<file path="src/hw/rtl/crc8fd_pkg.sv">
// ----------------------------------------------------------------------------
// crc8fd_pkg
// Shared widths, codes, types and the CRC-8 byte update for the frame
// deframer.
// ----------------------------------------------------------------------------
`default_nettype none

package crc8fd_pkg;

  // Width of the decoded length field (7 to 15).
  localparam int LENGTH_BITS = 15;
  localparam logic [14:0] LEN_MASK = 15'((1 << LENGTH_BITS) - 1);

  localparam logic [7:0] LONG_FLAG = 8'h80;
  localparam logic [7:0] HIGH_MASK = 8'h7f;

  // Configuration port.
  localparam int CFG_INDEX_W = 3;
  localparam int CFG_DATA_W  = 15;

  localparam logic [CFG_INDEX_W-1:0] REG_SYNC_NIBBLE  = 3'd0;
  localparam logic [CFG_INDEX_W-1:0] REG_CRC_POLY     = 3'd1;
  localparam logic [CFG_INDEX_W-1:0] REG_CRC_INIT     = 3'd2;
  localparam logic [CFG_INDEX_W-1:0] REG_MAX_PAYLOAD  = 3'd3;
  localparam logic [CFG_INDEX_W-1:0] REG_ACCEPTED_CMD = 3'd4;

  // Result status codes.
  localparam logic [2:0] ST_BUSY    = 3'd0;
  localparam logic [2:0] ST_READY   = 3'd1;
  localparam logic [2:0] ST_CRC_ERR = 3'd2;
  localparam logic [2:0] ST_BAD_CMD = 3'd3;
  localparam logic [2:0] ST_BAD_LEN = 3'd4;

  typedef struct packed {
    logic [3:0]  sync_nibble;
    logic [7:0]  crc_poly;
    logic [7:0]  crc_init;
    logic [14:0] max_payload;
    logic [3:0]  accepted_cmd;
  } cfg_t;

  typedef struct packed {
    logic [2:0]  status;
    logic [3:0]  frame_cmd;
    logic [7:0]  frame_id;
    logic        payload_valid;
    logic [7:0]  payload_byte;
    logic [14:0] payload_index;
    logic [14:0] payload_length;
  } res_t;

  // MSB-first CRC-8 over one byte, implicit x^8 term.
  function automatic logic [7:0] crc8_update(input logic [7:0] crc,
                                             input logic [7:0] data,
                                             input logic [7:0] poly);
    logic [7:0] c;
    c = crc ^ data;
    for (int i = 0; i < 8; i++) begin
      if (c[7]) begin
        c = {c[6:0], 1'b0} ^ poly;
      end else begin
        c = {c[6:0], 1'b0};
      end
    end
    return c;
  endfunction

endpackage

`default_nettype wire

</file>
<file path="src/hw/rtl/crc8fd_cfg.sv">
// ----------------------------------------------------------------------------
// crc8fd_cfg
// Configuration registers of the deframer, written through a plain write port.
// ----------------------------------------------------------------------------
`default_nettype none

module crc8fd_cfg (
  input  wire logic                               clk,
  input  wire logic                               rst,
  input  wire logic                               cfg_we,
  input  wire logic [crc8fd_pkg::CFG_INDEX_W-1:0] cfg_index,
  input  wire logic [crc8fd_pkg::CFG_DATA_W-1:0]  cfg_data,
  output crc8fd_pkg::cfg_t                        cfg
);

  always_ff @(posedge clk) begin
    if (rst) begin
      cfg.sync_nibble  <= 4'd10;
      cfg.crc_poly     <= 8'd7;
      cfg.crc_init     <= 8'd0;
      cfg.max_payload  <= 15'd248;
      cfg.accepted_cmd <= 4'd1;
    end else if (cfg_we) begin
      unique case (cfg_index)
        crc8fd_pkg::REG_SYNC_NIBBLE:  cfg.sync_nibble  <= cfg_data[3:0];
        crc8fd_pkg::REG_CRC_POLY:     cfg.crc_poly     <= cfg_data[7:0];
        crc8fd_pkg::REG_CRC_INIT:     cfg.crc_init     <= cfg_data[7:0];
        crc8fd_pkg::REG_MAX_PAYLOAD:  cfg.max_payload  <= cfg_data[14:0];
        crc8fd_pkg::REG_ACCEPTED_CMD: cfg.accepted_cmd <= cfg_data[3:0];
        default: begin
        end
      endcase
    end
  end

endmodule

`default_nettype wire

</file>
<file path="src/hw/rtl/crc8fd_parser.sv">
// ----------------------------------------------------------------------------
// crc8fd_parser
// Frame state and the per-byte decode: sync, id, length, payload and CRC.
// ----------------------------------------------------------------------------
`default_nettype none

module crc8fd_parser (
  input  wire logic              clk,
  input  wire logic              rst,
  input  wire logic              step,
  input  wire logic [7:0]        rx_byte,
  input  wire crc8fd_pkg::cfg_t  cfg,
  output crc8fd_pkg::res_t       res
);

  localparam logic [2:0] PH_HUNT    = 3'd0;
  localparam logic [2:0] PH_ID      = 3'd1;
  localparam logic [2:0] PH_LEN_HI  = 3'd2;
  localparam logic [2:0] PH_LEN_LO  = 3'd3;
  localparam logic [2:0] PH_PAYLOAD = 3'd4;
  localparam logic [2:0] PH_CRC     = 3'd5;

  logic [2:0]  phase, phase_next;
  logic [7:0]  running_crc, running_crc_next;
  logic [7:0]  held_id, held_id_next;
  logic [3:0]  held_cmd, held_cmd_next;
  logic [6:0]  length_high, length_high_next;
  logic [14:0] frame_length, frame_length_next;
  logic [14:0] bytes_seen, bytes_seen_next;

  logic [7:0]  crc_upd;
  logic [14:0] len_dec;
  logic [2:0]  status;

  // The CRC seed is the configured start value only on the sync byte, which is
  // taken while hunting or in any phase code without a meaning.
  assign crc_upd = crc8fd_pkg::crc8_update((phase == PH_HUNT || phase > PH_CRC) ?
                                           cfg.crc_init : running_crc,
                                           rx_byte, cfg.crc_poly);

  always_comb begin
    if (phase == PH_LEN_LO) begin
      len_dec = {length_high, rx_byte} & crc8fd_pkg::LEN_MASK;
    end else begin
      len_dec = {7'd0, rx_byte} & crc8fd_pkg::LEN_MASK;
    end
  end

  always_comb begin
    phase_next        = phase;
    running_crc_next  = running_crc;
    held_id_next      = held_id;
    held_cmd_next     = held_cmd;
    length_high_next  = length_high;
    frame_length_next = frame_length;
    bytes_seen_next   = bytes_seen;
    status            = crc8fd_pkg::ST_BUSY;
    res.payload_valid = 1'b0;
    res.payload_byte  = 8'd0;
    res.payload_index = 15'd0;

    unique case (phase) inside
      PH_ID: begin
        held_id_next     = rx_byte;
        running_crc_next = crc_upd;
        phase_next       = PH_LEN_HI;
      end
      PH_LEN_HI, PH_LEN_LO: begin
        running_crc_next = crc_upd;
        if (phase == PH_LEN_HI && (rx_byte & crc8fd_pkg::LONG_FLAG) != 8'd0) begin
          length_high_next = rx_byte[6:0] & crc8fd_pkg::HIGH_MASK[6:0];
          phase_next       = PH_LEN_LO;
        end else begin
          frame_length_next = len_dec;
          if (len_dec > cfg.max_payload) begin
            status = crc8fd_pkg::ST_BAD_LEN;
          end else begin
            phase_next = (len_dec == 15'd0) ? PH_CRC : PH_PAYLOAD;
          end
        end
      end
      PH_PAYLOAD: begin
        res.payload_valid = 1'b1;
        res.payload_byte  = rx_byte;
        res.payload_index = bytes_seen;
        running_crc_next  = crc_upd;
        bytes_seen_next   = bytes_seen + 15'd1;
        if (bytes_seen_next >= frame_length) begin
          phase_next = PH_CRC;
        end
      end
      PH_CRC: begin
        if (running_crc != rx_byte) begin
          status = crc8fd_pkg::ST_CRC_ERR;
        end else if (held_cmd == cfg.accepted_cmd) begin
          status = crc8fd_pkg::ST_READY;
        end else begin
          status = crc8fd_pkg::ST_BAD_CMD;
        end
      end
      default: begin
        // Hunting, and any phase code without a meaning.
        if (rx_byte[7:4] == cfg.sync_nibble) begin
          held_cmd_next    = rx_byte[3:0];
          running_crc_next = crc_upd;
          phase_next       = PH_ID;
        end else begin
          phase_next        = PH_HUNT;
          running_crc_next  = 8'd0;
          held_id_next      = 8'd0;
          held_cmd_next     = 4'd0;
          length_high_next  = 7'd0;
          frame_length_next = 15'd0;
          bytes_seen_next   = 15'd0;
        end
      end
    endcase

    // The result reports the frame as it stands before any final clear.
    res.status         = status;
    res.frame_cmd      = held_cmd_next;
    res.frame_id       = held_id_next;
    res.payload_length = frame_length_next;

    if (status != crc8fd_pkg::ST_BUSY) begin
      phase_next        = PH_HUNT;
      running_crc_next  = 8'd0;
      held_id_next      = 8'd0;
      held_cmd_next     = 4'd0;
      length_high_next  = 7'd0;
      frame_length_next = 15'd0;
      bytes_seen_next   = 15'd0;
    end
  end

  always_ff @(posedge clk) begin
    if (rst) begin
      phase        <= PH_HUNT;
      running_crc  <= 8'd0;
      held_id      <= 8'd0;
      held_cmd     <= 4'd0;
      length_high  <= 7'd0;
      frame_length <= 15'd0;
      bytes_seen   <= 15'd0;
    end else if (step) begin
      phase        <= phase_next;
      running_crc  <= running_crc_next;
      held_id      <= held_id_next;
      held_cmd     <= held_cmd_next;
      length_high  <= length_high_next;
      frame_length <= frame_length_next;
      bytes_seen   <= bytes_seen_next;
    end
  end

`ifndef SYNTHESIS
  a_final_clears: assert property (@(posedge clk) disable iff (rst)
    step && res.status != crc8fd_pkg::ST_BUSY |=> phase == PH_HUNT && bytes_seen == 15'd0)
    else $error("final status did not return the parser to hunting");

  a_index_in_range: assert property (@(posedge clk) disable iff (rst)
    step && res.payload_valid |-> res.payload_index < res.payload_length)
    else $error("payload index beyond decoded length");

  a_payload_phase: assert property (@(posedge clk) disable iff (rst)
    phase == PH_PAYLOAD |-> frame_length != 15'd0 && bytes_seen < frame_length)
    else $error("payload phase with no bytes left");
`endif

endmodule

`default_nettype wire

</file>
<file path="src/hw/rtl/crc8_frame_deframer_core.sv">
// ----------------------------------------------------------------------------
// crc8_frame_deframer_core
// Byte-serial deframer for sync / id / length / payload / CRC-8 frames, with
// one status result per received byte.
// ----------------------------------------------------------------------------
//  Channel  Direction  Signals                     Contents
//  s_*      in         s_tvalid s_tready s_tdata   one received byte
//  m_*      out        m_tvalid m_tready m_tdata   status, frame and payload info
//                      m_tuser                     payload flag
//  cfg_*    in         cfg_we cfg_index cfg_data   register writes, no read-back
//
// One byte is accepted per cycle unless the output stalls; its result is
// offered on m_* once it has passed the input register and then the result
// register.
// The CRC-8 update and length compare are combinational.
// Reset is synchronous; it empties both registers and returns the parser to
// hunting with the register defaults loaded.
// A stalled result holds in the output register while the next byte can still
// enter the input register if that register is empty.
// ----------------------------------------------------------------------------
`default_nettype none

module crc8_frame_deframer_core (
  input  wire logic                               clk,
  input  wire logic                               rst,
  input  wire logic                               s_tvalid,
  output logic                                    s_tready,
  input  wire logic [7:0]                         s_tdata,  // rx_byte
  output logic                                    m_tvalid,
  input  wire logic                               m_tready,
  // status[2:0], frame_cmd[6:3], frame_id[14:7], payload_byte[22:15],
  // payload_index[37:23], payload_length[52:38], zero fill[55:53]
  output logic [55:0]                             m_tdata,
  output logic                                    m_tuser,  // payload_valid
  input  wire logic                               cfg_we,
  input  wire logic [crc8fd_pkg::CFG_INDEX_W-1:0] cfg_index,
  input  wire logic [crc8fd_pkg::CFG_DATA_W-1:0]  cfg_data
);

  crc8fd_pkg::cfg_t cfg;
  crc8fd_pkg::res_t res;
  crc8fd_pkg::res_t out_res;

  logic       in_valid;
  logic [7:0] in_byte;
  logic       advance;

  // The held byte moves on whenever the result register is free or draining.
  assign advance  = in_valid && (!m_tvalid || m_tready);
  assign s_tready = !in_valid || advance;

  crc8fd_cfg u_cfg (
    .clk       (clk),
    .rst       (rst),
    .cfg_we    (cfg_we),
    .cfg_index (cfg_index),
    .cfg_data  (cfg_data),
    .cfg       (cfg)
  );

  crc8fd_parser u_parser (
    .clk     (clk),
    .rst     (rst),
    .step    (advance),
    .rx_byte (in_byte),
    .cfg     (cfg),
    .res     (res)
  );

  always_ff @(posedge clk) begin
    if (rst) begin
      in_valid <= 1'b0;
    end else if (s_tready) begin
      in_valid <= s_tvalid;
    end
  end

  always_ff @(posedge clk) begin
    if (s_tready && s_tvalid) begin
      in_byte <= s_tdata;
    end
  end

  always_ff @(posedge clk) begin
    if (rst) begin
      m_tvalid <= 1'b0;
    end else if (advance) begin
      m_tvalid <= 1'b1;
    end else if (m_tready) begin
      m_tvalid <= 1'b0;
    end
  end

  always_ff @(posedge clk) begin
    if (advance) begin
      out_res <= res;
    end
  end

  assign m_tdata = {3'd0, out_res.payload_length, out_res.payload_index,
                    out_res.payload_byte, out_res.frame_id, out_res.frame_cmd,
                    out_res.status};
  assign m_tuser = out_res.payload_valid;

`ifndef SYNTHESIS
  a_no_overwrite: assert property (@(posedge clk) disable iff (rst)
    m_tvalid && !m_tready |-> !advance)
    else $error("result overwritten while stalled");

  a_input_kept: assert property (@(posedge clk) disable iff (rst)
    in_valid && !advance |=> in_valid && $stable(in_byte))
    else $error("held byte lost before it was parsed");

  a_status_range: assert property (@(posedge clk) disable iff (rst)
    m_tvalid |-> out_res.status <= crc8fd_pkg::ST_BAD_LEN)
    else $error("status code out of range");
`endif

endmodule

`default_nettype wire

</file>
<file path="config.mk">
export PLATFORM = sky130hd
export DESIGN_NAME = crc8_frame_deframer_core
export DESIGN_NICKNAME = d
export VERILOG_FILES = /design/src/hw/rtl/crc8fd_pkg.sv /design/src/hw/rtl/crc8fd_cfg.sv /design/src/hw/rtl/crc8fd_parser.sv /design/src/hw/rtl/crc8_frame_deframer_core.sv
export SDC_FILE = /design/constraint.sdc
export NUM_CORES = 1
export LEC_CHECK = 0
export ABC_AREA = 1
export BUFFER_PORTS_ARGS = -buffer_cell sky130_fd_sc_hd__buf_2
export CAP_MARGIN = 20
export CELL_PAD_IN_SITES_DETAIL_PLACEMENT = 1
export CELL_PAD_IN_SITES_GLOBAL_PLACEMENT = 1
export CORE_ASPECT_RATIO = 0.5
export CORE_MARGIN = 2
export CORE_UTILIZATION = 44
export DETAILED_ROUTE_END_ITERATION = 10
export PLACE_DENSITY = 0.9
export SLEW_MARGIN = 10
export SYNTH_ARGS = -nofsm -noshare
export SYNTH_HDL_FRONTEND = slang
export SYNTH_SLANG_ARGS = --single-unit
</file>
<file path="constraint.sdc">
create_clock -name clk -period 3.6 [get_ports clk]
set_input_delay 0.54 -clock clk [delete_from_list [all_inputs] [get_ports clk]]
set_output_delay 0.54 -clock clk [all_outputs]
set_load 0.02 [all_outputs]
</file>
==> run summary <==
Average vias per placed instance = 5.86
CORE AREA = 0.0197 mm²
Arr. time, crit path = 4.04 ns
Worst-path fanout max = 8
Vias in the first global route = 9257
Share of cells above drive strength 1 = 21.3%
Clock buffer depth = 2
Register area = 0.00390 mm²
Hold Slack = 0.255 ns
Pwr dens = 487 mW/mm²
First-pass GRT wire length = 48.1 mm
Most frequent cells in the layout = 235 x nand2_1, 149 x inv_1, 102 x nor2_1
#FFs+latches synth = 163
Vias post-DR = 9225
Final setup TNS = -0.133 ns
Die Span Y = 105 µm
Tot GR Track Use = 28.6%
Dpl cells = 1514
Final WS setup = -0.0809 ns
Non-Filler Instances = 1574
CP most frequent cell = nand2_4
H-Tree Depth = 4
Starting Density = 45.5%
Final Max Tran Viols = 0
Hold buffers post-CTS = 0
# Max-Cap Violations = 0
Worst Setup End Kind = flip-flop
DP HPWL = 21.2 mm
Clk_skew = 0.0160 ns
Crit path kind = reg -> reg
Initial antenna violation count = 0
Final min period = 3.68 ns
Synth cell types = 44
Multi-input gate area = 0.00459 mm²
Die width = 206 µm
Routed Wire Length = 34.3 mm
Worst Tran Pin Value = 1.06 ns
Grt total ovfl = 0
Total clock sinks = 163
Relative slew slack = 28.6%
IO Port Bufs = 86
Crit share post-route = 102%
Placement row count = 36
Commonest non-fill, non-tap cell in the layout = nand2_1
Largest stage delay on the critical path = 0.42 ns
Warnings from Yosys = 0
CTS Buf Count = 17
Layout Nets = 1357
Routing usage on met2 = 50.8%
# diodes = 0
Fillers = 2429
Clk_lat worst skew = 0.46 ns
CTS root buffer = clkbuf_16
Leakage Power = 4.80 nW
Fmax = 272 MHz
Violated checks = setup timing
Syn_area_per_cell = 7.57 µm²
Largest net degree at the start of global routing = 65
Met3 Use GR = 5.21%
Clock transition at path regs = 0.08 ns
Post-Synthesis Cells = 1182
Final setup viols = 4
Max IR drop VDD = 0.349 mV
Area growth from synthesis to layout = 22.5%
Antenna Nets Post-Route = 0
Crit path required time = 3.96 ns
Routability Congestion = 0.855
Slowest cell on the critical path = dfxtp_4
DR DRC count = 0
Worst Hold Class = in -> reg
Wire per inst = 21.8 µm
Final Hold Viols = 0
Seq/Total Area, Yosys = 43.4%
CTS tree = yes
Nature of the critical path startpoint = flip-flop
Busiest grt layer = met2
First-pass DRT Iterations = 5
Met1 GRT Util = 34.3%
Iter 0 DRT Violations = 827
IO Pins = 90
Post-Syn Area = 0.00895 mm²
Die area = 0.0216 mm²
Status = complete, but fails checks
## area by class of cell
cell class / count / share of cell area (%)
timing repair buffer: 142 / 8.47
clock inverter: 15 / 1.54
multi-input combinational: 807 / 41.9
clock buffer: 17 / 3.88
tap: 266 / 3.04
inverter: 164 / 5.64
sequential: 163 / 35.6
## sequential cells by signal, indices dropped and copies added (netlist names), 4 cells and up
register / count
in_byte: 8
m_tdata: 53
u_cfg.cfg: 39
u_parser.bytes_seen: 15
u_parser.frame_length: 15
u_parser.held_cmd: 4
u_parser.held_id: 8
u_parser.length_high: 7
u_parser.running_crc: 8
## worst max-delay path: cells and delay by family (launching register included)
family                 cells  cell delay, ns
buffers and inverters      5            0.55
flip-flops                 1            0.42
AO/OA/AOI/OAI              2            0.29
AND/OR/NAND/NOR           23            2.35
## repair_timing
action                                  CTS  global route
buffers inserted                          2            22
pin swaps                                 1            41
endpoints found under the setup margin   13            53
cloned                                    0             4
gates resized for setup                  13            96
## cell usage after synthesis, drive strengths merged
cell	n	area (µm²)
nand3	99	521
buf	17	123
o21ai	77	389
nor3	8	40.0
a22oi	14	105
conb	1	3.75
a31oi	12	75.1
nor2	120	455
clkbuf	36	139
o311ai	2	17.5
a32oi	2	17.5
nor4	4	25.0
o221ai	3	26.3
inv	163	612
or4	1	7.51
nand2	265	1040
edfxtp	62	1860
nand4	9	56.3
a41oi	1	8.76
and3	1	6.26
a21oi	79	403
xnor2	10	87.6
a211oi	22	165
clkinv	1	3.75
o41ai	2	17.5
o211ai	6	45.0
dfxtp	101	2020
ha	31	388
o22ai	3	18.8
nand3b	1	7.51
or2	2	12.5
xor2	27	244
## routing by layer
metal / vias up / share of wire [%] / routed length [µm]
li1: 4133 / - / -
met1: 4552 / 40 / 13600
met2: 424 / 50 / 17100
met3: 116 / 6.3 / 2170
met4: 0 / 4.0 / 1360
met5: - / 0 / 0
## per-stage QoR
stage          total power [mW]  cell area, µm²  setup slack, ns  util (%)
3_3_place_gp               3.09            9710           0.0513      49.3
4_1_cts                    5.05           10400          0.00946      52.7
2_1_floorplan              2.87            8960            0.523         -
5_1_grt                    5.53           11000           -0.257      55.7
3_5_place_dp               3.16            9710           -0.244      49.3
6_report                   5.34           11000          -0.0809      55.7
## path summary, 6_finish.rpt
kind | startpoint | cells after the start | endpoint | slack [ns]
max reg2reg | u_parser.phase[1]$_SDFFE_PP0P_ | 30 | u_parser.running_crc[4]$_SDFFE_PP0P_ | -0.08
max | u_parser.phase[1]$_SDFFE_PP0P_ | 30 | u_parser.running_crc[4]$_SDFFE_PP0P_ | -0.08
min | s_tdata[7] | 1 | in_byte[7]$_DFFE_PP_ | 0.25
min reg2reg | u_parser.frame_length[7]$_SDFFE_PP0P_ | 2 | u_parser.frame_length[7]$_SDFFE_PP0P_ | 0.47
## power breakdown
part	internal, mW	switching, mW	total [mW]
Clock	1.04	0.885	1.93
Sequential	2.00	0.0645	2.06
Combinational	0.438	0.912	1.35
Total	3.48	1.86	5.34
## logic make-up after synthesis
kind of cell,after synthesis,share of synthesized area [%]
adders and majority gates,31,4.33
and+or+nand+nor,510,24.3
xor gates and xnor gates,37,3.71
other,1,0.0419
buffers and inverters,217,9.80
AOI/OAI and AO/OA,223,14.4
DFF,163,43.4
Power figures use the tool's default switching activity.
